**src/rtl/assert_macros.svh**
```systemverilog
// Assertion helpers, clocked and disabled while reset is low.
`ifndef ASSERT_MACROS_SVH
`define ASSERT_MACROS_SVH

`define ASSERT_ALWAYS(label, clk, rst_n, expr, msg) \
  label: assert property (@(posedge clk) disable iff (!rst_n) (expr)) \
    else $error(msg);

`define ASSERT_IMPLY(label, clk, rst_n, ante, cons, msg) \
  label: assert property (@(posedge clk) disable iff (!rst_n) (ante) |-> (cons)) \
    else $error(msg);

`endif

```
**src/rtl/dndc_pkg.sv**
```systemverilog
package dndc_pkg;

  localparam int unsigned DAY_W   = 5;
  localparam int unsigned MONTH_W = 4;
  localparam int unsigned YEAR_W  = 14;
  localparam int unsigned JDN_W   = 23;
  localparam int unsigned IDX_W   = 4;

  localparam int unsigned NSTAGE  = 11;

  localparam int unsigned JD_MIN     = 1721424;
  localparam int unsigned JD_MAX     = 5373484;
  localparam int unsigned GREG_START = 2299161;

  localparam int unsigned EPOCH_YEAR    = 4800;
  localparam int unsigned GREG_OFS      = 32045;
  localparam int unsigned JUL_OFS       = 32083;
  localparam int unsigned GREG_BACK_OFS = 32044;
  localparam int unsigned JUL_BACK_OFS  = 32082;
  localparam int unsigned DAYS_400Y     = 146097;
  localparam int unsigned DAYS_4Y       = 1461;
  localparam int unsigned DAYS_5M       = 153;
  localparam int unsigned DAYS_YEAR     = 365;
  localparam int unsigned CENTURY       = 100;
  localparam int unsigned MONTHS        = 12;
  localparam int unsigned MAR_SHIFT     = 3;
  localparam int unsigned FEB           = 2;
  localparam int unsigned LATE_MONTH    = 10;
  localparam int unsigned STEMS         = 10;
  localparam int unsigned BRANCHES      = 12;
  localparam int unsigned STEM_OFS      = 9;
  localparam int unsigned BRANCH_OFS    = 1;
  localparam int unsigned FRAC_MUL      = 5;
  localparam int unsigned FRAC_ADD      = 2;

  // internal widths
  localparam int unsigned EY_W  = YEAR_W + 1;
  localparam int unsigned Y4_W  = EY_W - 2;
  localparam int unsigned JX_W  = JDN_W + 1;
  localparam int unsigned OFS_W = 9;
  localparam int unsigned CEN_W = 8;
  localparam int unsigned Y400_W = 6;
  localparam int unsigned C_W   = 22;
  localparam int unsigned D_W   = 14;
  localparam int unsigned E_W   = 9;
  localparam int unsigned XM_W  = 12;
  localparam int unsigned D4Y_W = 11;

  // reciprocals for constant division, exact over the operand widths used
  localparam int unsigned RCP100_SH = 22;
  localparam int unsigned RCP100_W  = 16;
  localparam logic [RCP100_W-1:0] RCP100 =
    RCP100_W'(((64'd1 << RCP100_SH) + 64'(CENTURY) - 64'd1) / 64'(CENTURY));

  localparam int unsigned RCP_400Y_SH = 43;
  localparam int unsigned RCP_400Y_W  = 26;
  localparam logic [RCP_400Y_W-1:0] RCP_400Y =
    RCP_400Y_W'(((64'd1 << RCP_400Y_SH) + 64'(DAYS_400Y) - 64'd1) / 64'(DAYS_400Y));

  localparam int unsigned RCP_4Y_SH = 35;
  localparam int unsigned RCP_4Y_W  = 25;
  localparam logic [RCP_4Y_W-1:0] RCP_4Y =
    RCP_4Y_W'(((64'd1 << RCP_4Y_SH) + 64'(DAYS_4Y) - 64'd1) / 64'(DAYS_4Y));

  localparam int unsigned RCP_5M_SH = 20;
  localparam int unsigned RCP_5M_W  = 13;
  localparam logic [RCP_5M_W-1:0] RCP_5M =
    RCP_5M_W'(((64'd1 << RCP_5M_SH) + 64'(DAYS_5M) - 64'd1) / 64'(DAYS_5M));

  localparam int unsigned RCP_STEM_SH = 28;
  localparam int unsigned RCP_STEM_W  = 25;
  localparam logic [RCP_STEM_W-1:0] RCP_STEM =
    RCP_STEM_W'(((64'd1 << RCP_STEM_SH) + 64'(STEMS) - 64'd1) / 64'(STEMS));

  localparam int unsigned RCP_BRANCH_SH = 28;
  localparam int unsigned RCP_BRANCH_W  = 25;
  localparam logic [RCP_BRANCH_W-1:0] RCP_BRANCH =
    RCP_BRANCH_W'(((64'd1 << RCP_BRANCH_SH) + 64'(BRANCHES) - 64'd1) / 64'(BRANCHES));

  localparam int unsigned P100_W = EY_W + RCP100_W;
  localparam int unsigned PB_W   = JDN_W + 2 + RCP_400Y_W;
  localparam int unsigned PQ_W   = JX_W + RCP_STEM_W;
  localparam int unsigned PBD_W  = CEN_W + 18;
  localparam int unsigned PD_W   = C_W + 2 + RCP_4Y_W;
  localparam int unsigned PE_W   = D_W + D4Y_W;
  localparam int unsigned PM_W   = XM_W + RCP_5M_W;

  // days before each March-based month: (153 * m + 2) / 5
  localparam logic [OFS_W-1:0] MONTH_OFS [16] = '{
    9'd0,   9'd31,  9'd61,  9'd92,  9'd122, 9'd153, 9'd184, 9'd214,
    9'd245, 9'd275, 9'd306, 9'd337, 9'd367, 9'd398, 9'd428, 9'd459
  };

endpackage

```
**src/rtl/dndc_in_if.sv**
```systemverilog
interface dndc_in_if import dndc_pkg::*; ();
  logic               valid;
  logic               ready;
  logic               op;
  logic [DAY_W-1:0]   in_day;
  logic [MONTH_W-1:0] in_month;
  logic [YEAR_W-1:0]  in_year;
  logic [JDN_W-1:0]   in_day_number;

  modport source (output valid, op, in_day, in_month, in_year, in_day_number, input ready);
  modport sink   (input valid, op, in_day, in_month, in_year, in_day_number, output ready);
endinterface

```
**src/rtl/dndc_out_if.sv**
```systemverilog
interface dndc_out_if import dndc_pkg::*; ();
  logic               valid;
  logic               ready;
  logic [JDN_W-1:0]   day_number;
  logic [DAY_W-1:0]   out_day;
  logic [MONTH_W-1:0] out_month;
  logic [YEAR_W-1:0]  out_year;
  logic [IDX_W-1:0]   day_stem;
  logic [IDX_W-1:0]   branch_idx;
  logic               out_of_range;

  modport source (output valid, day_number, out_day, out_month, out_year, day_stem,
                  branch_idx, out_of_range, input ready);
  modport sink   (input valid, day_number, out_day, out_month, out_year, day_stem,
                  branch_idx, out_of_range, output ready);
endinterface

```
**src/rtl/day_number_date_converter.sv**
```systemverilog
// Throughput: one transaction per cycle while the output is ready, set by an
// 11-stage datapath of short constant multiply and add steps; a stage advances
// when the next is empty or moving.
// Reset: rst_ni clears every stage valid flag asynchronously; datapath registers hold
// undefined data until the first transaction passes.
`include "assert_macros.svh"

module day_number_date_converter import dndc_pkg::*; (
  input logic       clk_i,
  input logic       rst_ni,
  dndc_in_if.sink   in_i,
  dndc_out_if.source out_o
);

  typedef struct packed {
    logic [JDN_W-1:0] jd;
    logic             oor;
    logic [IDX_W-1:0] stem;
    logic [IDX_W-1:0] branch;
  } tag_t;

  typedef struct packed {
    logic             op;
    logic [JDN_W-1:0] jdn;
    logic [EY_W-1:0]  ey;
    logic [OFS_W-1:0] dofs;
  } st1_t;

  typedef struct packed {
    logic              op;
    logic [JDN_W-1:0]  jdn;
    logic [JDN_W-1:0]  y365;
    logic [Y4_W-1:0]   y4;
    logic [CEN_W-1:0]  y100;
    logic [Y400_W-1:0] y400;
    logic [OFS_W-1:0]  dofs;
  } st2_t;

  typedef struct packed {
    logic             op;
    logic [JDN_W-1:0] jdn;
    logic [JDN_W-1:0] base;
    logic [Y4_W-1:0]  y4;
    logic [Y4_W-1:0]  corr;
  } st3_t;

  typedef struct packed {
    logic [JDN_W-1:0] jd;
  } st4_t;

  typedef struct packed {
    logic [JDN_W-1:0] jd;
    logic             oor;
    logic             greg;
    logic [JDN_W-1:0] a;
    logic [C_W-1:0]   cj;
    logic [JX_W-1:0]  sx;
    logic [JX_W-1:0]  bx;
  } st5_t;

  typedef struct packed {
    logic [JDN_W-1:0] jd;
    logic             oor;
    logic             greg;
    logic [JDN_W-1:0] a;
    logic [C_W-1:0]   cj;
    logic [CEN_W-1:0] b;
    logic [IDX_W-1:0] qs;
    logic [IDX_W-1:0] qb;
    logic [IDX_W-1:0] sx;
    logic [IDX_W-1:0] bx;
  } st6_t;

  typedef struct packed {
    tag_t             tag;
    logic [CEN_W-1:0] b;
    logic [C_W-1:0]   c;
  } st7_t;

  typedef struct packed {
    tag_t             tag;
    logic [CEN_W-1:0] b;
    logic [C_W-1:0]   c;
    logic [D_W-1:0]   d;
  } st8_t;

  typedef struct packed {
    tag_t             tag;
    logic [CEN_W-1:0] b;
    logic [D_W-1:0]   d;
    logic [E_W-1:0]   e;
  } st9_t;

  typedef struct packed {
    tag_t               tag;
    logic [CEN_W-1:0]   b;
    logic [D_W-1:0]     d;
    logic [E_W-1:0]     e;
    logic [MONTH_W-1:0] m;
  } st10_t;

  typedef struct packed {
    logic [JDN_W-1:0]   day_number;
    logic [DAY_W-1:0]   out_day;
    logic [MONTH_W-1:0] out_month;
    logic [YEAR_W-1:0]  out_year;
    logic [IDX_W-1:0]   day_stem;
    logic [IDX_W-1:0]   branch_idx;
    logic               out_of_range;
  } st11_t;

  logic [NSTAGE-1:0] v_q, en;

  st1_t  s1_d,  s1_q;
  st2_t  s2_d,  s2_q;
  st3_t  s3_d,  s3_q;
  st4_t  s4_d,  s4_q;
  st5_t  s5_d,  s5_q;
  st6_t  s6_d,  s6_q;
  st7_t  s7_d,  s7_q;
  st8_t  s8_d,  s8_q;
  st9_t  s9_d,  s9_q;
  st10_t s10_d, s10_q;
  st11_t s11_d, s11_q;

  // advance a stage when it is empty or its successor advances
  always_comb begin
    en[NSTAGE-1] = !v_q[NSTAGE-1] || out_o.ready;
    for (int k = NSTAGE - 2; k >= 0; k--) begin
      en[k] = !v_q[k] || en[k+1];
    end
  end

  always_ff @(posedge clk_i or negedge rst_ni) begin
    if (!rst_ni) begin
      v_q <= '0;
    end else begin
      if (en[0]) begin
        v_q[0] <= in_i.valid;
      end
      for (int k = 1; k < NSTAGE; k++) begin
        if (en[k]) begin
          v_q[k] <= v_q[k-1];
        end
      end
    end
  end

  assign in_i.ready = en[0];

  // shift the year so that the leap day ends it
  always_comb begin
    logic               early;
    logic [MONTH_W-1:0] mi;
    early = in_i.in_month <= MONTH_W'(FEB);
    mi = early ? in_i.in_month + MONTH_W'(MONTHS - MAR_SHIFT)
               : in_i.in_month - MONTH_W'(MAR_SHIFT);
    s1_d.op   = in_i.op;
    s1_d.jdn  = in_i.in_day_number;
    s1_d.ey   = EY_W'(in_i.in_year) + EY_W'(EPOCH_YEAR) - EY_W'(early);
    s1_d.dofs = OFS_W'(in_i.in_day) + MONTH_OFS[mi];
  end

  always_comb begin
    logic [P100_W-1:0] p100, p400;
    logic [Y4_W-1:0]   y4;
    y4   = s1_q.ey[EY_W-1:2];
    p100 = P100_W'(s1_q.ey) * P100_W'(RCP100);
    p400 = P100_W'(y4) * P100_W'(RCP100);
    s2_d.op   = s1_q.op;
    s2_d.jdn  = s1_q.jdn;
    s2_d.y365 = JDN_W'(s1_q.ey) * JDN_W'(DAYS_YEAR);
    s2_d.y4   = y4;
    s2_d.y100 = CEN_W'(p100 >> RCP100_SH);
    s2_d.y400 = Y400_W'(p400 >> RCP100_SH);
    s2_d.dofs = s1_q.dofs;
  end

  always_comb begin
    s3_d.op   = s2_q.op;
    s3_d.jdn  = s2_q.jdn;
    s3_d.base = s2_q.y365 + JDN_W'(s2_q.dofs);
    s3_d.y4   = s2_q.y4;
    s3_d.corr = s2_q.y4 - Y4_W'(s2_q.y100) + Y4_W'(s2_q.y400);
  end

  // pass the day number through for a day-number input; otherwise fall back to the Julian calendar before the reform
  always_comb begin
    logic [JX_W-1:0] greg, jul;
    greg = JX_W'(s3_q.base) + JX_W'(s3_q.corr) - JX_W'(GREG_OFS);
    jul  = JX_W'(s3_q.base) + JX_W'(s3_q.y4) - JX_W'(JUL_OFS);
    if (s3_q.op) begin
      s4_d.jd = s3_q.jdn;
    end else if (greg < JX_W'(GREG_START)) begin
      s4_d.jd = jul[JDN_W-1:0];
    end else begin
      s4_d.jd = greg[JDN_W-1:0];
    end
  end

  always_comb begin
    s5_d.jd   = s4_q.jd;
    s5_d.oor  = (s4_q.jd < JDN_W'(JD_MIN)) || (s4_q.jd > JDN_W'(JD_MAX));
    s5_d.greg = s4_q.jd >= JDN_W'(GREG_START);
    s5_d.a    = s4_q.jd + JDN_W'(GREG_BACK_OFS);
    s5_d.cj   = C_W'(JX_W'(s4_q.jd) + JX_W'(JUL_BACK_OFS));
    s5_d.sx   = JX_W'(s4_q.jd) + JX_W'(STEM_OFS);
    s5_d.bx   = JX_W'(s4_q.jd) + JX_W'(BRANCH_OFS);
  end

  always_comb begin
    logic [PB_W-1:0] pb;
    logic [PQ_W-1:0] ps, pr;
    pb = PB_W'({s5_q.a, 2'b11}) * PB_W'(RCP_400Y);
    ps = PQ_W'(s5_q.sx) * PQ_W'(RCP_STEM);
    pr = PQ_W'(s5_q.bx) * PQ_W'(RCP_BRANCH);
    s6_d.jd   = s5_q.jd;
    s6_d.oor  = s5_q.oor;
    s6_d.greg = s5_q.greg;
    s6_d.a    = s5_q.a;
    s6_d.cj   = s5_q.cj;
    s6_d.b    = CEN_W'(pb >> RCP_400Y_SH);
    s6_d.qs   = IDX_W'(ps >> RCP_STEM_SH);
    s6_d.qb   = IDX_W'(pr >> RCP_BRANCH_SH);
    s6_d.sx   = s5_q.sx[IDX_W-1:0];
    s6_d.bx   = s5_q.bx[IDX_W-1:0];
  end

  // remainders fit four bits, so work modulo sixteen
  always_comb begin
    logic [PBD_W-1:0] pbd;
    logic [JX_W-1:0]  cg;
    pbd = PBD_W'(s6_q.b) * PBD_W'(DAYS_400Y);
    cg  = JX_W'(s6_q.a) - JX_W'(pbd >> 2);
    s7_d.tag.jd     = s6_q.jd;
    s7_d.tag.oor    = s6_q.oor;
    s7_d.tag.stem   = s6_q.sx - IDX_W'(s6_q.qs * IDX_W'(STEMS));
    s7_d.tag.branch = s6_q.bx - IDX_W'(s6_q.qb * IDX_W'(BRANCHES));
    s7_d.b          = s6_q.greg ? s6_q.b : '0;
    s7_d.c          = s6_q.greg ? C_W'(cg) : s6_q.cj;
  end

  always_comb begin
    logic [PD_W-1:0] pd;
    pd = PD_W'({s7_q.c, 2'b11}) * PD_W'(RCP_4Y);
    s8_d.tag = s7_q.tag;
    s8_d.b   = s7_q.b;
    s8_d.c   = s7_q.c;
    s8_d.d   = D_W'(pd >> RCP_4Y_SH);
  end

  always_comb begin
    logic [PE_W-1:0] pe;
    pe = PE_W'(s8_q.d) * PE_W'(DAYS_4Y);
    s9_d.tag = s8_q.tag;
    s9_d.b   = s8_q.b;
    s9_d.d   = s8_q.d;
    s9_d.e   = E_W'(s8_q.c - C_W'(pe >> 2));
  end

  always_comb begin
    logic [XM_W-1:0] xm;
    logic [PM_W-1:0] pm;
    xm = XM_W'(s9_q.e) * XM_W'(FRAC_MUL) + XM_W'(FRAC_ADD);
    pm = PM_W'(xm) * PM_W'(RCP_5M);
    s10_d.tag = s9_q.tag;
    s10_d.b   = s9_q.b;
    s10_d.d   = s9_q.d;
    s10_d.e   = s9_q.e;
    s10_d.m   = MONTH_W'(pm >> RCP_5M_SH);
  end

  // undo the March shift; drop the date when out of range
  always_comb begin
    logic                late;
    logic [DAY_W-1:0]    dd;
    logic [MONTH_W-1:0]  mm;
    logic [YEAR_W-1:0]   yy;
    late = s10_q.m >= MONTH_W'(LATE_MONTH);
    dd   = DAY_W'(s10_q.e - E_W'(MONTH_OFS[s10_q.m]) + E_W'(1));
    mm   = late ? s10_q.m - MONTH_W'(MONTHS - MAR_SHIFT) : s10_q.m + MONTH_W'(MAR_SHIFT);
    yy   = YEAR_W'(s10_q.b) * YEAR_W'(CENTURY) + YEAR_W'(s10_q.d)
           - YEAR_W'(EPOCH_YEAR) + YEAR_W'(late);
    s11_d.day_number   = s10_q.tag.jd;
    s11_d.out_day      = s10_q.tag.oor ? '0 : dd;
    s11_d.out_month    = s10_q.tag.oor ? '0 : mm;
    s11_d.out_year     = s10_q.tag.oor ? '0 : yy;
    s11_d.day_stem     = s10_q.tag.stem;
    s11_d.branch_idx   = s10_q.tag.branch;
    s11_d.out_of_range = s10_q.tag.oor;
  end

  always_ff @(posedge clk_i) begin
    if (en[0]) begin
      s1_q <= s1_d;
    end
    if (en[1]) begin
      s2_q <= s2_d;
    end
    if (en[2]) begin
      s3_q <= s3_d;
    end
    if (en[3]) begin
      s4_q <= s4_d;
    end
    if (en[4]) begin
      s5_q <= s5_d;
    end
    if (en[5]) begin
      s6_q <= s6_d;
    end
    if (en[6]) begin
      s7_q <= s7_d;
    end
    if (en[7]) begin
      s8_q <= s8_d;
    end
    if (en[8]) begin
      s9_q <= s9_d;
    end
    if (en[9]) begin
      s10_q <= s10_d;
    end
    if (en[10]) begin
      s11_q <= s11_d;
    end
  end

  assign out_o.valid        = v_q[NSTAGE-1];
  assign out_o.day_number   = s11_q.day_number;
  assign out_o.out_day      = s11_q.out_day;
  assign out_o.out_month    = s11_q.out_month;
  assign out_o.out_year     = s11_q.out_year;
  assign out_o.day_stem     = s11_q.day_stem;
  assign out_o.branch_idx   = s11_q.branch_idx;
  assign out_o.out_of_range = s11_q.out_of_range;

  `ASSERT_IMPLY(stall_only_when_full_a, clk_i, rst_ni, !in_i.ready,
    (&v_q) && !out_o.ready, "input stalled while the pipeline has a free stage")

  `ASSERT_IMPLY(oor_flag_a, clk_i, rst_ni, out_o.valid,
    out_o.out_of_range == ((out_o.day_number < JDN_W'(JD_MIN)) ||
    (out_o.day_number > JDN_W'(JD_MAX))), "range flag disagrees with day number")

  `ASSERT_IMPLY(oor_zero_date_a, clk_i, rst_ni, out_o.valid && out_o.out_of_range,
    (out_o.out_day == '0) && (out_o.out_month == '0) && (out_o.out_year == '0),
    "date fields not cleared for an out-of-range day number")

  `ASSERT_IMPLY(date_legal_a, clk_i, rst_ni, out_o.valid && !out_o.out_of_range,
    (out_o.out_day != '0) && (out_o.out_month != '0) &&
    (out_o.out_month <= MONTH_W'(MONTHS)), "illegal date for an in-range day number")

  `ASSERT_IMPLY(cycle_index_a, clk_i, rst_ni, out_o.valid,
    (out_o.day_stem < IDX_W'(STEMS)) && (out_o.branch_idx < IDX_W'(BRANCHES)),
    "stem or branch index out of its cycle")

endmodule

```
**src/flat_wrapper.sv**
```systemverilog
// flat-port wrapper written by rule: the top's interface ports become plain ports
module day_number_date_converter_flat import dndc_pkg::*;
  (clk_i, rst_ni, in_i_valid, in_i_op, in_i_in_day, in_i_in_month, in_i_in_year, in_i_in_day_number, in_i_ready, out_o_valid, out_o_day_number, out_o_out_day, out_o_out_month, out_o_out_year, out_o_day_stem, out_o_branch_idx, out_o_out_of_range, out_o_ready);
  dndc_in_if in_i_i ();
  dndc_out_if out_o_i ();
  input logic clk_i;
  input logic rst_ni;
  input wire logic [$bits(in_i_i.valid)-1:0] in_i_valid;
  input wire logic [$bits(in_i_i.op)-1:0] in_i_op;
  input wire logic [$bits(in_i_i.in_day)-1:0] in_i_in_day;
  input wire logic [$bits(in_i_i.in_month)-1:0] in_i_in_month;
  input wire logic [$bits(in_i_i.in_year)-1:0] in_i_in_year;
  input wire logic [$bits(in_i_i.in_day_number)-1:0] in_i_in_day_number;
  output wire logic [$bits(in_i_i.ready)-1:0] in_i_ready;
  output wire logic [$bits(out_o_i.valid)-1:0] out_o_valid;
  output wire logic [$bits(out_o_i.day_number)-1:0] out_o_day_number;
  output wire logic [$bits(out_o_i.out_day)-1:0] out_o_out_day;
  output wire logic [$bits(out_o_i.out_month)-1:0] out_o_out_month;
  output wire logic [$bits(out_o_i.out_year)-1:0] out_o_out_year;
  output wire logic [$bits(out_o_i.day_stem)-1:0] out_o_day_stem;
  output wire logic [$bits(out_o_i.branch_idx)-1:0] out_o_branch_idx;
  output wire logic [$bits(out_o_i.out_of_range)-1:0] out_o_out_of_range;
  input wire logic [$bits(out_o_i.ready)-1:0] out_o_ready;
  assign in_i_i.valid = in_i_valid;
  assign in_i_i.op = in_i_op;
  assign in_i_i.in_day = in_i_in_day;
  assign in_i_i.in_month = in_i_in_month;
  assign in_i_i.in_year = in_i_in_year;
  assign in_i_i.in_day_number = in_i_in_day_number;
  assign in_i_ready = in_i_i.ready;
  assign out_o_valid = out_o_i.valid;
  assign out_o_day_number = out_o_i.day_number;
  assign out_o_out_day = out_o_i.out_day;
  assign out_o_out_month = out_o_i.out_month;
  assign out_o_out_year = out_o_i.out_year;
  assign out_o_day_stem = out_o_i.day_stem;
  assign out_o_branch_idx = out_o_i.branch_idx;
  assign out_o_out_of_range = out_o_i.out_of_range;
  assign out_o_i.ready = out_o_ready;
  day_number_date_converter u_core (.clk_i(clk_i), .rst_ni(rst_ni), .in_i(in_i_i), .out_o(out_o_i));
endmodule
```
**config.mk**
```make
export PLATFORM = sky130hd
export DESIGN_NAME = day_number_date_converter_flat
export DESIGN_NICKNAME = d
export VERILOG_FILES = /design/src/rtl/dndc_pkg.sv /design/src/rtl/dndc_in_if.sv /design/src/rtl/dndc_out_if.sv /design/src/rtl/day_number_date_converter.sv /design/src/flat_wrapper.sv
export VERILOG_INCLUDE_DIRS = /design/src /design/src/rtl
export SDC_FILE = /design/constraint.sdc
export NUM_CORES = 2
export LEC_CHECK = 0
export BUFFER_PORTS_ARGS = -buffer_cell sky130_fd_sc_hd__buf_2
export CAP_MARGIN = 20
export CORE_ASPECT_RATIO = 2
export CORE_MARGIN = 8
export CORE_UTILIZATION = 30
export CTS_BUF_LIST = sky130_fd_sc_hd__clkbuf_2
export DETAILED_ROUTE_END_ITERATION = 10
export PLACE_DENSITY = 0.54
export SLEW_MARGIN = 20
export SYNTH_ARGS = -nofsm -noshare
export SYNTH_HDL_FRONTEND = slang
export SYNTH_SLANG_ARGS = --single-unit
```
**constraint.sdc**
```tcl
create_clock -name clk_i -period 13.4 [get_ports clk_i]
set_input_delay 3.35 -clock clk_i [delete_from_list [all_inputs] [get_ports clk_i]]
set_output_delay 3.35 -clock clk_i [all_outputs]
set_load 0.02 [all_outputs]
```
* Yosys cells after proc, flatten, opt, wreduce, memory -nomap -nowiden
Memory sizes are Yosys's and may differ from the RTL's. Index checks and enable logic that the tools add are counted. W data, S select, Z words.
Storage, ports and cells: memory bits (read-only) 288, output and inout bits 57, RAM bits 0, memories 2, register bits after elaboration 755, latch bits 0, logic and storage cells 166, input bits 51
Memory list:
- (no name shown) | depth 16, bits a word 9, read ports 1, clocked after memory_dff 0, write ports 0, RTL line day_number_date_converter.sv:161 | s1_d.dofs = OFS_W'(in_i.in_day) + MONTH_OFS[mi];
- (no name shown) | depth 16, bits a word 9, read ports 1, clocked after memory_dff 0, write ports 0, RTL line day_number_date_converter.sv:280 | dd = DAY_W'(s10_q.e - E_W'(MONTH_OFS[s10_q.m]) + E_W'(1));
Operators by class: multiply operators 14, reduce and logical (&&, ||, !) cells 23, shift-type cells 0, div/mod/pow operators 0, eq/ne operators 0, add/subtract/negate cells 28, muxes and demuxes 9, order comparisons 8, bitwise operators 2
Operators by type and width (number):
- $mul A24 B24 Y31 const B | 2
- $mul A25 B24 Y49 const B | 1
- $mul A24 B22 Y46 const B | 1
- $mux W23 | 2
- $mul A15 B13 Y27 const B | 1
- $mul A13 B13 Y25 const B | 1
- $add A23 B1 Y24 const B | 1
- $add A23 B13 Y24 | 1
- $add A23 B4 Y24 const B | 1
- $lt A24 B22 Y1 const B | 1
- $mul A8 B18 Y24 const B | 1
- $sub A24 B15 Y24 const B | 1
- $add A23 B13 Y23 | 1
- $add A23 B15 Y23 const B | 1
- $add A23 B9 Y23 | 1
- $ge A23 B22 Y1 const B | 1
- $gt A23 B23 Y1 const B | 1
- $lt A23 B21 Y1 const B | 1
- $mul A12 B12 Y23 const B | 1
- $mul A15 B9 Y23 const B | 1
- $sub A23 B15 Y23 const B | 1
- $add A22 B15 Y22 const B | 1
- $mux W22 | 1
- $sub A22 B22 Y22 | 1
- 31 further kinds | 58

* Longest topological paths before layout
word-level depth 12, mapped depth 30, gate-level depth less buffers 30

* Least setup slack after synthesis
OpenSTA, ideal clock, no wires.
path kind input to output, start input out_o_ready, end output in_i_ready, setup slack -0.095 ns, data arrival time 10.145 ns, data required time 10.050 ns, path buffers 0, stages on the path 8, cell sequence nor2b_1 -> and2_1 -> and3_1 -> nand3_1 -> nor2_1 -> nand3_1 -> inv_1 -> nand3_1
On the way: cells in the longest elaborated chain, start to end 11
Ends and longest elaborated chain:
- from (decl) | RTL line flat_wrapper.sv:23 | input wire logic [$bits(out_o_i.ready)-1:0] out_o_ready;
- $logic_or A1 B1 Y1 | RTL line day_number_date_converter.sv:128 | en[NSTAGE-1] = !v_q[NSTAGE-1] || out_o.ready;
- $logic_or A1 B1 Y1 (5 in a row) | RTL line day_number_date_converter.sv:130 | en[k] = !v_q[k] || en[k+1];
- net u_core.en[5] | RTL line day_number_date_converter.sv:112 | logic [NSTAGE-1:0] v_q, en;
- $logic_or A1 B1 Y1 (3 in a row) | RTL line day_number_date_converter.sv:130
- net u_core.en[2] | RTL line day_number_date_converter.sv:112
- $logic_or A1 B1 Y1 (2 in a row) | RTL line day_number_date_converter.sv:130
- to (decl) | RTL line flat_wrapper.sv:14 | output wire logic [$bits(in_i_i.ready)-1:0] in_i_ready;
The timed path passes the listed nets, and every way through them passes these cells.

* Final worst setup path
Ends and elaborated chain as after synthesis.

==> impl_metrics.csv <==
group,metric,value,unit
cells_and_area,fillers,25200,
global_route,grt_pass1_wl,258000,um
worst_setup_path,path_buf_inv,4,
cells_and_area,fin_cells,10100,
clock_network,numCtsBuffers,180,
global_route,grt_max_degree,76,
worst_setup_path,crit_fanout,50,
synthesis,synthTopCellsByArea,"edfxtp_1, fa_1, ha_1",
synthesis,ys_warn_count,0,
synthesis,synth_cell_types,86,
worst_setup_path,critical_path_required,10.05,ns
synthesis,netlist_instances,6414,
floorplanning,fp-row-count,259,
timing,slew_headroom,32.3,%
placement,gp_congestion,0.867,
clock_network,tritoncts,"built",
timing,tightestPinTransition,1.02,ns
timing,finalCriticalPeriod,9.48,ns
synthesis,synth_edf_count,724,
routing,wl_met3,5390,um
synthesis,syn_area,0.0745,mm2
floorplanning,die_area,0.265,mm2
synthesis,async_flop_share,1.50,%
floorplanning,core,0.248,mm2
synthesis,ys_seq_area_share,29.6,%
placement,dp.cells,9752,
clock_network,cts_buffer_depth,3,
hold_path,hold_path_class,"register to register",
placement,port_buffers,107,
clock_network,post_cts_buffers,0,
synthesis,synth_top_area_cell,"edfxtp_1",
clock_network,cts_root_buf,"clkbuf_2",
synthesis,synth-seq-cells,735,
clock_network,htreeDepth,4,
cells_and_area,syn2layout_area_growth,8.40,%
cells_and_area,regArea,0.0220,mm2
floorplanning,ios,108,
timing,rsz0062_at_grt,"false",
routing,wire_per_inst,15.8,um
global_route,grtUsageTotal,12.2,%
floorplanning,fp.dieW,368,um
clock_network,cts_resized,0,
cells_and_area,drive_above_1_share,7.04,%
clock_network,cts_sinks,735,
routing,routed.top_layer,"met5",
worst_setup_path,slowest_stage,"nor2_1",
routing,drtIter0Drc,1603,
routing,met1_length,71300,um
synthesis,synth_top_area_share,29.2,%
routing,viasPerCell,4.32,
clock_network,clk_latency,1.56,ns
synthesis,synth.most_common_cell,"inv_1",
clock_network,cts.reportedPaths.clkPinSlew,0.10,ns
routing,num_vias,43500,
worst_setup_path,endpoint_kind,"output port",
global_route,grt_overflow_total,0,
timing,clock_skew,0.155,ns
worst_setup_path,path_class,"primary input to output port",
cells_and_area,multiInputGateArea,0.0458,mm2
synthesis,avgSynthCellArea,11.6,um2
routing,wl_met2,78100,um
synthesis,synthTopCellsByCount,"inv_1, ha_1, fa_1, edfxtp_1, xnor2_1",
timing,max_freq,106,MHz
timing,slew_viol_final,0,
outcome,status,"finished clean",
worst_setup_path,path_cells,"buf_2, nor2b_1, and2_1, and3_1, nand3_4, nor2_1, nand3_4, inv_1, nand3_2, buf_4, buf_2",
worst_setup_path,cp.arrival,6.13,ns
clock_network,cts_hold_buf,0,
routing,drc_errors,0,
worst_setup_path,crit_family,"simple AND/OR/NAND/NOR gates",
timing,fin_crit_sh,70.7,%
floorplanning,die_y,721,um
worst_setup_path,cp-start-kind,"primary input",
cells_and_area,final_nets,8967,
routing,ant_nets,0,
placement,hpwl,135000,um
floorplanning,initial_core_util,30.0,%
worst_setup_path,cp_slowest_stage_delay,0.48,ns
timing,timing.setup.tns,0,ns
routing,firstDrtPassIters,8,
routing,routed_wl,159000,um
global_route,grt_pass1_vias,47300,
global_route,grt_antenna_before_repair,5,
timing,setup_viol,0,
synthesis,ys.flop_type,"edfxtp_1",
run,max_cap_viol_count,0,
synthesis,syn_nets,8708,
timing,hold_viol,0,
metal layers:
layer  GRT usage [%]  up-vias
li1                -    21400
met1            15.9    21200
met2            21.2      693
met3            1.76      215
met4            3.28        2
met5               0        -
logic make-up after synthesis:
logic type	share of synthesized area, %
DFF	29.6
buffers and inverters	9.02
muxes	0.405
xor gates and xnor gates	4.19
and+or+nand+nor	4.20
AOI/OAI and AO/OA	5.52
adders and majority gates	47.1
final timing paths:
path                                   from          endpoint  slack, ns  cells after the start
max                             out_o_ready        in_i_ready       3.92                     11
min                        u_core.s10_d[61]  u_core.s10_q[61]       0.36                      0
max reg2reg                 u_core.s5_q[75]   u_core.s6_q[23]       5.69                     23
min reg2reg                u_core.s10_d[61]  u_core.s10_q[61]       0.36                      0
max in group asynchronous            rst_ni     u_core.v_q[5]      11.36                      1
min in group asynchronous            rst_ni     u_core.v_q[0]       1.69                      1
cells in the final DEF (no fill, tap or decap), types with 8 or more instances in the layout:
master,n
a211oi_1,15
a21boi_0,20
a21o_1,85
a21oi_1,192
a31oi_1,16
and2_1,8
and3_1,21
buf_2,107
buf_4,20
clkbuf_2,257
clkinv_1,28
clkinv_2,12
dfrtp_1,11
edfxtp_1,724
fa_1,935
ha_1,1308
inv_1,1725
mux2_2,17
mux2i_1,11
nand2_1,145
nand2b_1,25
nand3_1,59
nand3b_1,9
nand4_1,28
nor2_1,178
nor2b_1,42
nor3_1,57
nor4_1,10
o2111ai_1,10
o211ai_1,13
o21a_1,39
o21ai_0,122
o21bai_1,29
or2_2,14
or3_1,12
xnor2_1,263
xor2_1,93
flip-flops by register name, summed over array words and instances, names as in the netlist:
signal and flops:
u_core.out_o.day_stem 3, u_core.s1_q 48, u_core.s6_q 84, u_core.out_o.out_month 4
u_core.s5_q 112, u_core.s8_q 62, u_core.v_q 11, u_core.s10_d 62
u_core.out_o.out_year 14, u_core.out_o.out_of_range 1, u_core.out_o.day_number 23, u_core.s2_q 83
u_core.s7_q 61, u_core.out_o.branch_idx 4, u_core.s3_q 73, u_core.s10_q 62
u_core.s4_q 23, u_core.out_o.out_day 5
worst register-to-register path, delay by kind of cell (launching register included):
kind                     cells  cell delay (ns)
adder cells (fa/ha/maj)      8             4.05
AO/OA/AOI/OAI                7             2.13
flip-flops                   1             0.55
buffers and inverters        6             0.48
AND/OR/NAND/NOR              1             0.23
XOR/XNOR                     1             0.12
metrics by stage:
stage | instance area (um2) | worst slack, ns | utilization [%] | hold WS (ns)
6_report | 80700 | 3.92 | 32.6 | 0.363
5_1_grt | 80700 | 3.65 | 32.6 | 0.348
4_1_cts | 80700 | 3.88 | 32.6 | 0.369
3_5_place_dp | 79100 | 3.91 | 31.9 | 0.405
3_3_place_gp | 79100 | 3.94 | 31.9 | 0.400
2_1_floorplan | 74500 | 0.948 | - | 0.400
area by class of cell:
class / instances / share of cell area (%)
clock buffer: 257 / 1.59
inverter: 1731 / 8.05
tap: 3262 / 5.06
timing repair buffer: 128 / 0.868
clock inverter: 53 / 0.435
multi-input combinational: 3897 / 56.7
sequential: 735 / 27.3
antenna: 5 / 0.0155
Power is left out: the tool's default activity adds up to more than one toggle a clock period on the data nets, which glitch-free logic cannot reach.
